**src/rtl/core/assert_macros.svh**
```systemverilog
`ifndef ASSERT_MACROS_SVH
`define ASSERT_MACROS_SVH

// same-cycle implication, checked out of reset
`define ASSERT_IMPL(label, ante, cons, msg) \
    label: assert property (@(posedge i_clk) disable iff (!i_rst_n) (ante) |-> (cons)) \
        else $error(msg);

// next-cycle implication, checked out of reset
`define ASSERT_NEXT(label, ante, cons, msg) \
    label: assert property (@(posedge i_clk) disable iff (!i_rst_n) (ante) |=> (cons)) \
        else $error(msg);

`endif

```
**src/rtl/core/bca_pkg.sv**
```systemverilog
package bca_pkg;

    localparam int unsigned CHROM_W     = 16;
    localparam int unsigned POS_W       = 31;
    localparam int unsigned DEPTH_W     = 16;
    localparam int unsigned SPAN_W      = 16;
    localparam int unsigned START_W     = 32;
    localparam int unsigned VALUE_W     = 40;
    localparam int unsigned SUM_W       = 32;
    localparam int unsigned BSIZE_W     = 16;
    localparam int unsigned RATIO_W     = 24;
    localparam int unsigned NUM_W       = 56;
    localparam int unsigned DEN_W       = 24;
    localparam int unsigned IN_TDATA_W  = 96;
    localparam int unsigned OUT_TDATA_W = 104;
    localparam int unsigned CFG_IDX_W   = 8;
    localparam int unsigned CFG_DATA_W  = 31;

    localparam int unsigned DIV_CNT_W        = 6;
    localparam int unsigned DIV_WIDE_STEPS   = 56;
    localparam int unsigned DIV_NARROW_STEPS = 31;

    localparam logic [CFG_IDX_W-1:0] CFG_BIN_SIZE    = 8'd0;
    localparam logic [CFG_IDX_W-1:0] CFG_NORM_RATIO  = 8'd1;
    localparam logic [CFG_IDX_W-1:0] CFG_RANGE_BEGIN = 8'd2;
    localparam logic [CFG_IDX_W-1:0] CFG_RANGE_END   = 8'd3;

    localparam logic [BSIZE_W-1:0] BIN_SIZE_RST    = 16'd50;
    localparam logic [RATIO_W-1:0] NORM_RATIO_RST  = 24'd65536;
    localparam logic [POS_W-1:0]   RANGE_BEGIN_RST = 31'd0;
    localparam logic [POS_W-1:0]   RANGE_END_RST   = 31'h7fffffff;

    localparam logic KIND_HDR = 1'b0;
    localparam logic KIND_VAL = 1'b1;

    typedef enum logic [3:0] {
        ST_IDLE,
        ST_DIV_POS,
        ST_DIV_LEN,
        ST_BIN,
        ST_HDR,
        ST_MUL_NUM,
        ST_MUL_START,
        ST_DIV_VAL,
        ST_VAL,
        ST_END_CLOSE
    } t_state;

    typedef struct packed {
        logic [BSIZE_W-1:0] bin_size;
        logic [RATIO_W-1:0] norm_ratio;
    } t_cfg;

    typedef struct packed {
        logic start;
        logic wide;
    } t_div_ctl;

    typedef struct packed {
        logic busy;
        logic done;
    } t_div_stat;

endpackage

```
**src/rtl/core/binned_coverage_averager_top.sv**
```systemverilog
// Binned coverage averager: sums pileup depths into fixed-width bins and, as each bin
// closes, emits an optional span header and, for a nonzero sum and span, a value record
// (mean depth times the Q8.16 ratio, Q32.8, saturating). One input item is taken at a
// time. A position outside the window is dropped while the block stays idle. An in-range
// position that stays in the open bin waits for the 31-step divide of position by bin
// size in the shared iterative divider. A chromosome change adds the 31-step divide of
// the chromosome length and a second close. Each closed bin with a nonzero sum and span
// also passes the multiplier states, the 56-step divide by span and the result state, and
// each record may wait for the output register to be free. The last result of an item
// may wait in the output register while the next item is taken. Configuration writes are
// taken every cycle and should only be made while the block is idle; a bin size of zero
// acts as one.
`include "assert_macros.svh"

module binned_coverage_averager_top (
    input  logic                            i_clk,
    input  logic                            i_rst_n,
    input  logic                            s_axis_tvalid,
    output logic                            s_axis_tready,
    // chrom_id, position, depth, chrom_len, zero pad
    input  logic [bca_pkg::IN_TDATA_W-1:0]  s_axis_tdata,
    output logic                            m_axis_tvalid,
    input  logic                            m_axis_tready,
    // out_chrom, span, bin_start, bin_value
    output logic [bca_pkg::OUT_TDATA_W-1:0] m_axis_tdata,
    // kind
    output logic                            m_axis_tuser,
    output logic                            m_axis_tlast,
    input  logic                            i_cfg_valid,
    output logic                            o_cfg_ready,
    input  logic [bca_pkg::CFG_IDX_W-1:0]   i_cfg_index,
    input  logic [bca_pkg::CFG_DATA_W-1:0]  i_cfg_data
);
    import bca_pkg::*;

    logic [BSIZE_W-1:0] r_bin_size;
    logic [RATIO_W-1:0] r_norm_ratio;
    logic [POS_W-1:0]   r_range_begin;
    logic [POS_W-1:0]   r_range_end;

    t_cfg               cfg;
    logic               in_range;
    logic [CHROM_W-1:0] in_chrom;
    logic [POS_W-1:0]   in_pos;
    logic [DEPTH_W-1:0] in_depth;
    logic [POS_W-1:0]   in_clen;
    logic [CHROM_W-1:0] out_chrom;
    logic [SPAN_W-1:0]  out_span;
    logic [START_W-1:0] out_start;
    logic [VALUE_W-1:0] out_value;
    logic               rec_is_val;
    logic               rec_is_hdr;
    logic               hdr_clean;
    logic               in_take;

    always_ff @(posedge i_clk) begin
        if (!i_rst_n) begin
            r_bin_size    <= BIN_SIZE_RST;
            r_norm_ratio  <= NORM_RATIO_RST;
            r_range_begin <= RANGE_BEGIN_RST;
            r_range_end   <= RANGE_END_RST;
        end else if (i_cfg_valid) begin
            case (i_cfg_index)
                CFG_BIN_SIZE:    r_bin_size    <= i_cfg_data[BSIZE_W-1:0];
                CFG_NORM_RATIO:  r_norm_ratio  <= i_cfg_data[RATIO_W-1:0];
                CFG_RANGE_BEGIN: r_range_begin <= i_cfg_data;
                CFG_RANGE_END:   r_range_end   <= i_cfg_data;
                default: ;
            endcase
        end
    end

    always_comb begin
        cfg.bin_size   = (r_bin_size == '0) ? BSIZE_W'(1) : r_bin_size;
        cfg.norm_ratio = r_norm_ratio;
        in_chrom       = s_axis_tdata[15:0];
        in_pos         = s_axis_tdata[46:16];
        in_depth       = s_axis_tdata[62:47];
        in_clen        = s_axis_tdata[93:63];
        in_range       = (in_pos >= r_range_begin) && (in_pos < r_range_end);
    end

    bca_core u_core (
        .i_clk       (i_clk),
        .i_rst_n     (i_rst_n),
        .i_cfg       (cfg),
        .i_in_valid  (s_axis_tvalid),
        .o_in_ready  (s_axis_tready),
        .i_in_range  (in_range),
        .i_chrom     (in_chrom),
        .i_pos       (in_pos),
        .i_depth     (in_depth),
        .i_clen      (in_clen),
        .o_out_valid (m_axis_tvalid),
        .i_out_ready (m_axis_tready),
        .o_out_kind  (m_axis_tuser),
        .o_out_chrom (out_chrom),
        .o_out_span  (out_span),
        .o_out_start (out_start),
        .o_out_value (out_value),
        .o_out_last  (m_axis_tlast)
    );

    assign m_axis_tdata = {out_value, out_start, out_span, out_chrom};
    assign o_cfg_ready  = 1'b1;

    assign rec_is_val = m_axis_tvalid && (m_axis_tuser == KIND_VAL);
    assign rec_is_hdr = m_axis_tvalid && (m_axis_tuser == KIND_HDR);
    assign hdr_clean  = (out_start == '0) && (out_value == '0);
    assign in_take    = s_axis_tvalid && s_axis_tready && in_range;

    `ASSERT_IMPL(a_val_no_span, rec_is_val, out_span == '0, "value record carries a span")
    `ASSERT_IMPL(a_hdr_no_value, rec_is_hdr, hdr_clean, "header record carries a value")
    `ASSERT_NEXT(a_busy_after_item, in_take, !s_axis_tready, "ready after in-range transfer")

endmodule

```
**src/rtl/core/bca_div.sv**
```systemverilog
module bca_div (
    input  logic                      i_clk,
    input  logic                      i_rst_n,
    input  bca_pkg::t_div_ctl         i_ctl,
    input  logic [bca_pkg::NUM_W-1:0] i_dividend,
    input  logic [bca_pkg::DEN_W-1:0] i_divisor,
    output bca_pkg::t_div_stat        o_stat,
    output logic [bca_pkg::NUM_W-1:0] o_quotient,
    output logic [bca_pkg::DEN_W-1:0] o_remainder
);
    import bca_pkg::*;

    logic [NUM_W-1:0]     r_quo, n_quo;
    logic [DEN_W-1:0]     r_rem, n_rem;
    logic [DEN_W-1:0]     r_div, n_div;
    logic [DIV_CNT_W-1:0] r_cnt, n_cnt;
    logic                 r_busy, n_busy;
    logic                 r_done, n_done;
    logic [DEN_W:0]       trial;
    logic [DEN_W:0]       diff;
    logic                 ge;

    always_comb begin
        trial  = {r_rem, r_quo[NUM_W-1]};
        diff   = trial - {1'b0, r_div};
        ge     = (trial >= {1'b0, r_div});
        n_quo  = r_quo;
        n_rem  = r_rem;
        n_div  = r_div;
        n_cnt  = r_cnt;
        n_busy = r_busy;
        n_done = 1'b0;
        if (i_ctl.start) begin
            n_div  = i_divisor;
            n_rem  = '0;
            n_busy = 1'b1;
            if (i_ctl.wide) begin
                n_quo = i_dividend;
                n_cnt = DIV_CNT_W'(DIV_WIDE_STEPS);
            end else begin
                // narrow operand sits at the top so its quotient ends in the low bits
                n_quo = {i_dividend[POS_W-1:0], {(NUM_W-POS_W){1'b0}}};
                n_cnt = DIV_CNT_W'(DIV_NARROW_STEPS);
            end
        end else if (r_busy) begin
            n_rem = ge ? diff[DEN_W-1:0] : trial[DEN_W-1:0];
            n_quo = {r_quo[NUM_W-2:0], ge};
            n_cnt = r_cnt - 1'b1;
            if (r_cnt == DIV_CNT_W'(1)) begin
                n_busy = 1'b0;
                n_done = 1'b1;
            end
        end
    end

    always_ff @(posedge i_clk) begin
        if (!i_rst_n) begin
            r_busy <= 1'b0;
            r_done <= 1'b0;
            r_cnt  <= '0;
        end else begin
            r_busy <= n_busy;
            r_done <= n_done;
            r_cnt  <= n_cnt;
        end
    end

    always_ff @(posedge i_clk) begin
        r_quo <= n_quo;
        r_rem <= n_rem;
        r_div <= n_div;
    end

    assign o_stat.busy = r_busy;
    assign o_stat.done = r_done;
    assign o_quotient  = r_quo;
    assign o_remainder = r_rem;

endmodule

```
**src/rtl/core/bca_core.sv**
```systemverilog
module bca_core (
    input  logic                        i_clk,
    input  logic                        i_rst_n,
    input  bca_pkg::t_cfg               i_cfg,
    input  logic                        i_in_valid,
    output logic                        o_in_ready,
    input  logic                        i_in_range,
    input  logic [bca_pkg::CHROM_W-1:0] i_chrom,
    input  logic [bca_pkg::POS_W-1:0]   i_pos,
    input  logic [bca_pkg::DEPTH_W-1:0] i_depth,
    input  logic [bca_pkg::POS_W-1:0]   i_clen,
    output logic                        o_out_valid,
    input  logic                        i_out_ready,
    output logic                        o_out_kind,
    output logic [bca_pkg::CHROM_W-1:0] o_out_chrom,
    output logic [bca_pkg::SPAN_W-1:0]  o_out_span,
    output logic [bca_pkg::START_W-1:0] o_out_start,
    output logic [bca_pkg::VALUE_W-1:0] o_out_value,
    output logic                        o_out_last
);
    import bca_pkg::*;

    t_state r_state, n_state;

    logic               r_chrom_valid, n_chrom_valid;
    logic [CHROM_W-1:0] r_cur_chrom, n_cur_chrom;
    logic [POS_W-1:0]   r_cur_len, n_cur_len;
    logic               r_bin_valid, n_bin_valid;
    logic [POS_W-1:0]   r_cur_bin, n_cur_bin;
    logic [SUM_W-1:0]   r_sum, n_sum;
    logic               r_fsp, n_fsp;

    logic [CHROM_W-1:0] r_in_chrom, n_in_chrom;
    logic [DEPTH_W-1:0] r_in_depth, n_in_depth;
    logic [POS_W-1:0]   r_in_clen, n_in_clen;
    logic [POS_W-1:0]   r_bin, n_bin;
    logic [SPAN_W-1:0]  r_span, n_span;
    logic               r_phase, n_phase;
    logic [NUM_W-1:0]   r_num, n_num;
    logic [START_W-1:0] r_start, n_start;

    logic               r_out_valid, n_out_valid;
    logic               r_out_kind, n_out_kind;
    logic [CHROM_W-1:0] r_out_chrom, n_out_chrom;
    logic [SPAN_W-1:0]  r_out_span, n_out_span;
    logic [START_W-1:0] r_out_start, n_out_start;
    logic [VALUE_W-1:0] r_out_value, n_out_value;
    logic               r_out_last, n_out_last;

    t_div_ctl           div_ctl;
    t_div_stat          div_stat;
    logic [NUM_W-1:0]   div_dividend;
    logic [DEN_W-1:0]   div_divisor;
    logic [NUM_W-1:0]   div_quo;
    logic [DEN_W-1:0]   div_rem;

    logic [SUM_W-1:0]   mul_a;
    logic [RATIO_W-1:0] mul_b;
    logic [NUM_W-1:0]   prod;

    logic               accept;
    logic               new_chrom;
    logic               out_free;
    logic               need_hdr;
    logic               need_val;
    logic [SUM_W:0]     sum_ext;
    logic [VALUE_W-1:0] value_sat;

    bca_div u_div (
        .i_clk       (i_clk),
        .i_rst_n     (i_rst_n),
        .i_ctl       (div_ctl),
        .i_dividend  (div_dividend),
        .i_divisor   (div_divisor),
        .o_stat      (div_stat),
        .o_quotient  (div_quo),
        .o_remainder (div_rem)
    );

    // shared multiplier: sum times ratio, then bin times bin size
    always_comb begin
        if (r_state == ST_MUL_NUM) begin
            mul_a = r_sum;
            mul_b = i_cfg.norm_ratio;
        end else begin
            mul_a = {1'b0, r_cur_bin};
            mul_b = {{(RATIO_W-BSIZE_W){1'b0}}, i_cfg.bin_size};
        end
        prod = NUM_W'(mul_a) * NUM_W'(mul_b);
    end

    always_comb begin
        case (r_state)
            ST_IDLE: begin
                div_dividend = NUM_W'(i_pos);
                div_divisor  = DEN_W'(i_cfg.bin_size);
            end
            ST_DIV_POS: begin
                div_dividend = NUM_W'(r_cur_len);
                div_divisor  = DEN_W'(i_cfg.bin_size);
            end
            default: begin
                div_dividend = r_num;
                div_divisor  = {r_span, 8'h00};
            end
        endcase
    end

    always_comb begin
        accept    = i_in_valid && (r_state == ST_IDLE);
        new_chrom = !r_chrom_valid || (r_in_chrom != r_cur_chrom);
        out_free  = !r_out_valid || i_out_ready;
        need_hdr  = r_fsp || (r_span != i_cfg.bin_size);
        need_val  = (r_sum != '0) && (r_span != '0);
        sum_ext   = {1'b0, r_sum} + (SUM_W+1)'(r_in_depth);
        value_sat = (div_quo[NUM_W-1:VALUE_W] != '0) ? '1 : div_quo[VALUE_W-1:0];

        n_state       = r_state;
        n_chrom_valid = r_chrom_valid;
        n_cur_chrom   = r_cur_chrom;
        n_cur_len     = r_cur_len;
        n_bin_valid   = r_bin_valid;
        n_cur_bin     = r_cur_bin;
        n_sum         = r_sum;
        n_fsp         = r_fsp;
        n_in_chrom    = r_in_chrom;
        n_in_depth    = r_in_depth;
        n_in_clen     = r_in_clen;
        n_bin         = r_bin;
        n_span        = r_span;
        n_phase       = r_phase;
        n_num         = r_num;
        n_start       = r_start;
        n_out_valid   = r_out_valid && !i_out_ready;
        n_out_kind    = r_out_kind;
        n_out_chrom   = r_out_chrom;
        n_out_span    = r_out_span;
        n_out_start   = r_out_start;
        n_out_value   = r_out_value;
        n_out_last    = r_out_last;
        div_ctl.start = 1'b0;
        div_ctl.wide  = 1'b0;

        case (r_state)
            ST_IDLE: begin
                if (accept && i_in_range) begin
                    n_in_chrom    = i_chrom;
                    n_in_depth    = i_depth;
                    n_in_clen     = i_clen;
                    div_ctl.start = 1'b1;
                    n_state       = ST_DIV_POS;
                end
            end
            ST_DIV_POS: begin
                if (div_stat.done) begin
                    n_bin = div_quo[POS_W-1:0];
                    if (new_chrom && r_chrom_valid) begin
                        div_ctl.start = 1'b1;
                        n_state       = ST_DIV_LEN;
                    end else if (new_chrom) begin
                        n_chrom_valid = 1'b1;
                        n_cur_chrom   = r_in_chrom;
                        n_cur_len     = r_in_clen;
                        n_fsp         = 1'b1;
                        n_bin_valid   = 1'b0;
                        n_state       = ST_BIN;
                    end else begin
                        n_state = ST_BIN;
                    end
                end
            end
            ST_DIV_LEN: begin
                if (div_stat.done) begin
                    // chromosome end: short span only if the open bin is the tail bin
                    if (div_quo[POS_W-1:0] == r_cur_bin) begin
                        n_span = div_rem[SPAN_W-1:0];
                    end else begin
                        n_span = i_cfg.bin_size;
                    end
                    n_phase = 1'b0;
                    n_state = ST_HDR;
                end
            end
            ST_BIN: begin
                if (!r_bin_valid || (r_bin != r_cur_bin)) begin
                    n_span  = i_cfg.bin_size;
                    n_phase = 1'b1;
                    n_state = ST_HDR;
                end else begin
                    n_sum   = sum_ext[SUM_W] ? '1 : sum_ext[SUM_W-1:0];
                    n_state = ST_IDLE;
                end
            end
            ST_HDR: begin
                if (!need_hdr) begin
                    n_state = need_val ? ST_MUL_NUM : ST_END_CLOSE;
                end else if (out_free) begin
                    n_out_valid = 1'b1;
                    n_out_kind  = KIND_HDR;
                    n_out_chrom = r_cur_chrom;
                    n_out_span  = r_span;
                    n_out_start = '0;
                    n_out_value = '0;
                    n_out_last  = r_phase && !need_val;
                    n_state     = need_val ? ST_MUL_NUM : ST_END_CLOSE;
                end
            end
            ST_MUL_NUM: begin
                n_num   = prod;
                n_state = ST_MUL_START;
            end
            ST_MUL_START: begin
                n_start       = prod[START_W-1:0] + 32'd1;
                div_ctl.start = 1'b1;
                div_ctl.wide  = 1'b1;
                n_state       = ST_DIV_VAL;
            end
            ST_DIV_VAL: begin
                if (div_stat.done) begin
                    n_state = ST_VAL;
                end
            end
            ST_VAL: begin
                if (out_free) begin
                    n_out_valid = 1'b1;
                    n_out_kind  = KIND_VAL;
                    n_out_chrom = r_cur_chrom;
                    n_out_span  = '0;
                    n_out_start = r_start;
                    n_out_value = value_sat;
                    n_out_last  = r_phase;
                    n_state     = ST_END_CLOSE;
                end
            end
            ST_END_CLOSE: begin
                if (!r_phase) begin
                    n_sum         = '0;
                    n_chrom_valid = 1'b1;
                    n_cur_chrom   = r_in_chrom;
                    n_cur_len     = r_in_clen;
                    n_fsp         = 1'b1;
                    n_bin_valid   = 1'b0;
                    n_state       = ST_BIN;
                end else begin
                    n_sum       = SUM_W'(r_in_depth);
                    n_fsp       = 1'b0;
                    n_cur_bin   = r_bin;
                    n_bin_valid = 1'b1;
                    n_state     = ST_IDLE;
                end
            end
            default: begin
                n_state = ST_IDLE;
            end
        endcase
    end

    always_ff @(posedge i_clk) begin
        if (!i_rst_n) begin
            r_state       <= ST_IDLE;
            r_chrom_valid <= 1'b0;
            r_cur_chrom   <= '0;
            r_cur_len     <= '0;
            r_bin_valid   <= 1'b0;
            r_cur_bin     <= '0;
            r_sum         <= '0;
            r_fsp         <= 1'b1;
            r_out_valid   <= 1'b0;
        end else begin
            r_state       <= n_state;
            r_chrom_valid <= n_chrom_valid;
            r_cur_chrom   <= n_cur_chrom;
            r_cur_len     <= n_cur_len;
            r_bin_valid   <= n_bin_valid;
            r_cur_bin     <= n_cur_bin;
            r_sum         <= n_sum;
            r_fsp         <= n_fsp;
            r_out_valid   <= n_out_valid;
        end
    end

    always_ff @(posedge i_clk) begin
        r_in_chrom  <= n_in_chrom;
        r_in_depth  <= n_in_depth;
        r_in_clen   <= n_in_clen;
        r_bin       <= n_bin;
        r_span      <= n_span;
        r_phase     <= n_phase;
        r_num       <= n_num;
        r_start     <= n_start;
        r_out_kind  <= n_out_kind;
        r_out_chrom <= n_out_chrom;
        r_out_span  <= n_out_span;
        r_out_start <= n_out_start;
        r_out_value <= n_out_value;
        r_out_last  <= n_out_last;
    end

    assign o_in_ready  = (r_state == ST_IDLE);
    assign o_out_valid = r_out_valid;
    assign o_out_kind  = r_out_kind;
    assign o_out_chrom = r_out_chrom;
    assign o_out_span  = r_out_span;
    assign o_out_start = r_out_start;
    assign o_out_value = r_out_value;
    assign o_out_last  = r_out_last;

endmodule

```
**config.mk**
```make
export PLATFORM = sky130hd
export DESIGN_NAME = binned_coverage_averager_top
export DESIGN_NICKNAME = d
export VERILOG_FILES = /design/src/rtl/core/bca_pkg.sv /design/src/rtl/core/binned_coverage_averager_top.sv /design/src/rtl/core/bca_div.sv /design/src/rtl/core/bca_core.sv
export VERILOG_INCLUDE_DIRS = /design/src /design/src/rtl/core
export SDC_FILE = /design/constraint.sdc
export NUM_CORES = 2
export LEC_CHECK = 0
export ABC_CLOCK_PERIOD_IN_PS = 10070
export BUFFER_PORTS_ARGS = -buffer_cell sky130_fd_sc_hd__buf_2
export CAP_MARGIN = 25
export CORE_MARGIN = 2
export CORE_UTILIZATION = 40
export CTS_BUF_LIST = sky130_fd_sc_hd__clkbuf_8
export DETAILED_ROUTE_END_ITERATION = 8
export GPL_TIMING_DRIVEN = 1
export PLACE_DENSITY = 0.63
export SYNTH_ARGS = -nofsm -noshare
export SYNTH_HDL_FRONTEND = slang
export SYNTH_HIERARCHICAL = 1
export SYNTH_SLANG_ARGS = --single-unit
```
**constraint.sdc**
```tcl
create_clock -name i_clk -period 10.07 [get_ports i_clk]
set_clock_uncertainty 0.2 [all_clocks]
set_input_delay 0.5035 -clock i_clk [delete_from_list [all_inputs] [get_ports i_clk]]
set_output_delay 0.5035 -clock i_clk [all_outputs]
set_load 0.01 [all_outputs]
```
# --- Word level (Yosys, flattened, before mapping) ---
# Index checks and enable logic that the tools add are counted.
totals:
  reg_bits: 637
  inputBits: 140
  wordCells: 211
classes:
  add_sub_neg: 4
  mul: 1
  magnitude_cmp: 3
  eq_ne: 30
  n_mux: 93
  bitwise: 2
  reduce_logical: 43
op_table:
  columns: ["operator", "n"]
  rows:
  - ["$mux 16", 15]
  - ["$mux 32", 6]
  - ["$mux 56", 3]
  - ["$mux 40", 4]
  - ["$pmux 16 s2", 4]
  - ["$pmux 32 s2", 2]
  - ["$mux 31", 4]
  - ["$pmux 56 s2", 1]
  - ["$pmux 40 s2", 1]
  - ["$pmux 31 s2", 1]
  - ["$mul 32x24->56", 1]
  - ["$mux 24", 2]
  - ["$pmux 4 s10", 1]
  - ["$add 32x16->33", 1]
  - ["$add 32x1->32 const B", 1]
  - ["$mux 4", 8]
  - ["$ne 16x16->1", 2]
  - ["$reduce_bool 16->1", 2]
  - ["$reduce_bool 32->1", 1]
  - ["$eq 31x31->1", 1]
  - ["$ge 31x31->1", 1]
  - ["$lt 31x31->1", 1]
  - ["$ne 31x31->1", 1]
  - ["$mux 1", 28]
  - ["33 further kinds", 84]

# --- Longest topological paths before layout ---
logic_depth:
  depth_word: 7
  ltp_mapped: 35
  mapped_depth_nobuf: 29

# --- Modules after synthesis ---
# Netlist, hierarchy kept.
by_module_without_submodules:
  columns: ["module", "instances", "cells_each", "area_per_inst_um2", "seq_area_each_um2"]
  rows:
  - ["bca_core", 1, 4590, 43634.3, 11521.0]
  - ["bca_div", 1, 608, 6219.7, 3042.9]
  - ["binned_coverage_averager_top", 1, 634, 5293.8, 2042.0]

# --- Least setup slack after synthesis ---
# OpenSTA, ideal clock, no wires.
synth_path:
  path_type: "flip-flop to flip-flop"
  from: "register u_core.r_state[1]"
  to: "register u_core.r_num[53], data pin"
  setup_time_ns: 0.281
  t_arrival_ns: 8.929
  required_ns: 9.589
  setup_slack_ns: 0.660
  path_stages_with_launch: 30
  path_cell_list: "dfxtp_1 > buf_4 > nor2b_4 > nand2_2 > inv_2 > buf_6 > clkbuf_1 > clkbuf_1 > clkbuf_1 > and3_1 > fa_1 > fa_1 > fa_1 > fa_1 > fa_1 > fa_1 > inv_1 > fa_1 > inv_1 > ha_1 > clkbuf_1 > a41oi_1 > o21ai_0 > a31oi_1 > o21ai_0 > a21bo_2 > o21ai_2 > a221oi_1 > o21a_1 > o311ai_1"
synth_between:
  elab_chain_len: 3
synth_rtl:
  columns: ["element", "line_no", "source"]
  rows:
  - ["start: declaration", "bca_core.sv:23", "t_state r_state, n_state;"]
  - ["start signal: assignment", "bca_core.sv:270", "r_state <= n_state;"]
  - ["$eq 4x3->1 *", "bca_core.sv:82", "if (r_state == ST_MUL_NUM) begin"]
  - ["$mux 32 / $mux 24 (equally long branches)", "bca_core.sv:82", null]
  - ["$mul 32x24->56 *", "bca_core.sv:89", "prod = NUM_W'(mul_a) * NUM_W'(mul_b);"]
  - ["via u_core.prod[53]", "bca_core.sv:59", "logic [NUM_W-1:0] prod;"]
  - ["end signal: assignment", "bca_core.sv:289", "r_num <= n_num;"]
  - ["end: declaration", "bca_core.sv:39", "logic [NUM_W-1:0] r_num, n_num;"]
# Mark *: on every way through the listed nets, which the timed path passes. The rest lies on a longest branch.
# A chain may end at the register's enable or synchronous reset.

# --- Worst setup path in the final report ---
layout_path:
  from: "register u_core.r_state[3]"
  to: "register u_core.r_num[54], data pin"
# Same word-level chain as after synthesis.

==> flow_metrics.tcl <==
set metrics [dict create \
    clk_pin_slew_ns 0.06 \
    cts.path.max_buffers 3 \
    drtIter0Drc 4645 \
    gr-total-overflow 0 \
    multi_input_area_sq_um 34100 \
    die-area_sq_um 141000 \
    hold_end "u_core/r_in_chrom[2]$_DFFE_PP_" \
    ys_warn_count 6 \
    syn_area_sq_um 55100 \
    holdWs_ns 0.0793 \
    fp.dieW_um 375 \
    r2r_slack_ns 0.51 \
    grt_use_total_pct 26.4 \
    coreArea_sq_um 137000 \
    regArea_sq_um 16600 \
    fin_tns_setup_ns 0 \
    place.gp.congestion 0.996 \
    min_period_ns 9.56 \
    finalPower_mw 7.89 \
    synth_fp_nets 6917 \
    viasPerCell 5.44 \
    start_util_pct 40.2 \
    num_rows 136 \
    io_pins 249 \
    worstMarginPinSlew_ns 1.13 \
    drt-pass1-iter-count 6 \
    drv_cap 0 \
    finalSetupViolCount 0 \
    dp_hpwl_um 146000 \
    clock.fmax_ghz 0.105 \
    cts_num_sinks 637 \
    synthToLayoutAreaGrowth_pct 12.6 \
    power_density_nw_per_um2 127 \
    grt_pass1_vias 43793 \
    crit_path_start_kind "register" \
    cts_setup_buffers 0 \
    timing.rr.start "u_core/r_state[3]$_SDFFE_PN0P_" \
    avgSynthCellArea_sq_um 9.46 \
    maxSlewHeadroom_pct 23.8 \
    finalHoldViolCount 0 \
    grt_antenna_before_repair 17 \
    portBuffers 245 \
    postLayoutCoreUtil_pct 45.3 \
    cts-root-buf "clkbuf_8" \
    reg2regPathDepth 26 \
    path_class "reg2reg" \
    clk_latency_ns 0.82 \
    fillers 13151 \
    crit_fanout 31 \
    num_vias 43817 \
    htreeDepth 3 \
    grt_max_degree 103 \
    die_y_um 375 \
    drive_above_1_share_pct 10.9 \
    arrival_ns 9.91 \
    rsz0062_at_grt "false" \
    numCtsBuffers 105 \
    status "finished clean" \
    worstHoldPathType "in2reg" \
    critPathCaptureType "register" \
    ir_worst_vdd_mv 0.126 \
    wl_per_cell_um 23.2 \
    drc_errors 0 \
    crit_required_ns 10.42 \
    fin_nets 7238 \
    min-delay-start "s_axis_tvalid" \
    cts_tree "built" \
    wl_um 187000 \
    final.period_utilization_pct 95.0 \
    grt_pass1_wl_um 278000 \
    finalMaxSlewViolations 0 \
    r2r_end "u_core/r_num[54]$_DFFE_PN_" \
    hold-path-cell-count 2 \
    synth_cells 5831 \
    ant_nets 0 \
    p_leak_nw 28.2 \
]
==> state kept, by name, summed over array words and instances (netlist names), 24 cells and up <==
register                  cells
r_norm_ratio                 24
r_range_begin                31
r_range_end                  31
u_core/o_out_start           32
u_core/o_out_value           40
u_core/r_bin                 31
u_core/r_cur_bin             31
u_core/r_cur_len             31
u_core/r_in_clen             31
u_core/r_num                 56
u_core/r_start               32
u_core/r_sum                 32
u_core/u_div/o_quotient      56
u_core/u_div/o_remainder     24
u_core/u_div/r_div           24
==> report_power, final <==
part | internal (mW) | switching (mW)
Sequential | 3.17 | 0.350
Combinational | 0.738 | 1.28
Clock | 1.22 | 1.14
==> critical path: stages, from the launching register on <==
cell	delay (ns)
dfxtp_1	0.64
and2b_4	0.27
nand2_2	0.14
inv_8	0.12
buf_4	0.26
and2_1	0.30
a21oi_1	0.58
nor2_1	0.14
fa_1	0.53
fa_1	0.55
inv_1	0.06
fa_1	0.51
fa_1	0.52
inv_1	0.06
fa_1	0.55
fa_1	0.47
fa_1	0.57
ha_1	0.45
a21oi_1	0.36
o211ai_1	0.16
a221o_1	0.31
a21oi_1	0.13
buf_4	0.19
o31ai_1	0.14
a221oi_1	0.63
o21ai_0	0.23
xor2_1	0.19
==> cells in the final DEF (no fill, tap or decap), types with 15 or more instances in the layout <==
cell and count:
o311ai_0 20, nand4_1 39, buf_4 184, edfxtp_1 385
nand2_1 1019, a21o_1 57, o21ai_0 98, dlygate4sd3_1 99
a21oi_1 247, clkinv_2 15, nand2b_1 15, mux2i_1 97
fa_1 660, nand3_1 46, inv_1 907, clkbuf_8 118
buf_2 244, nor3b_1 36, dfxtp_1 250, nor2_1 383
xor2_1 105, nor2b_1 41, a211oi_1 31, a221o_1 33
nor3_1 27, and3_1 129, and2_1 104, o21a_1 60
mux2_2 17, ha_1 286, nor4_1 43, xnor2_1 103
a21boi_0 48, o211ai_1 50
==> how the worst max path moves through the flow <==
stage | startpoint | end | depth (start not counted)
after floorplan | u_core/r_state[1]$_SDFFE_PN0P_ | u_core/r_num[53]$_DFFE_PN_ | 29
after global placement | u_core/r_state[3]$_SDFFE_PN0P_ | u_core/r_num[41]$_DFFE_PN_ | 27
after detailed placement | u_core/r_state[3]$_SDFFE_PN0P_ | u_core/r_num[41]$_DFFE_PN_ | 27
after CTS | u_core/r_state[3]$_SDFFE_PN0P_ | u_core/r_num[41]$_DFFE_PN_ | 27
after global routing | u_core/r_state[3]$_SDFFE_PN0P_ | u_core/r_start[30]$_DFFE_PP_ | 28
final | u_core/r_state[3]$_SDFFE_PN0P_ | u_core/r_num[54]$_DFFE_PN_ | 26
==> final cells by class <==
cell class                      instances  area share (%)
Antenna cell                           10          0.0403
Tap cell                             1794            3.62
Timing Repair Buffer                  531            5.94
Inverter                              867            5.25
Clock inverter                         81           0.850
Sequential cell                       637            26.7
Multi-Input combinational cell       4010            54.9
Clock buffer                          118            2.62
==> metrics by stage <==
step | instance area, sq um | worst slack, ns | cells
2_1_floorplan | 55100 | 0.660 | 5831
3_3_place_gp | 58900 | 0.601 | 7738
3_5_place_dp | 58900 | 0.590 | 7739
4_1_cts | 62000 | 0.494 | 8037
5_1_grt | 62100 | 0.0296 | 8045
6_report | 62100 | 0.508 | 8048
==> repair_timing <==
item                                    CTS  global route
hold buffers                             99             0
resized for setup                         0             2
endpoints found under the hold margin   191             0
endpoints found under the setup margin    0             5
==> per-layer routing <==
layer | global-route usage (%) | up-vias | wire length (um)
li1 | - | 19527 | -
met1 | 35.6 | 21852 | 75500
met2 | 40.6 | 2018 | 83300
met3 | 6.30 | 416 | 18800
met4 | 11.3 | 4 | 8950
met5 | 0 | - | 25
(Power assumes the default switching activity.)
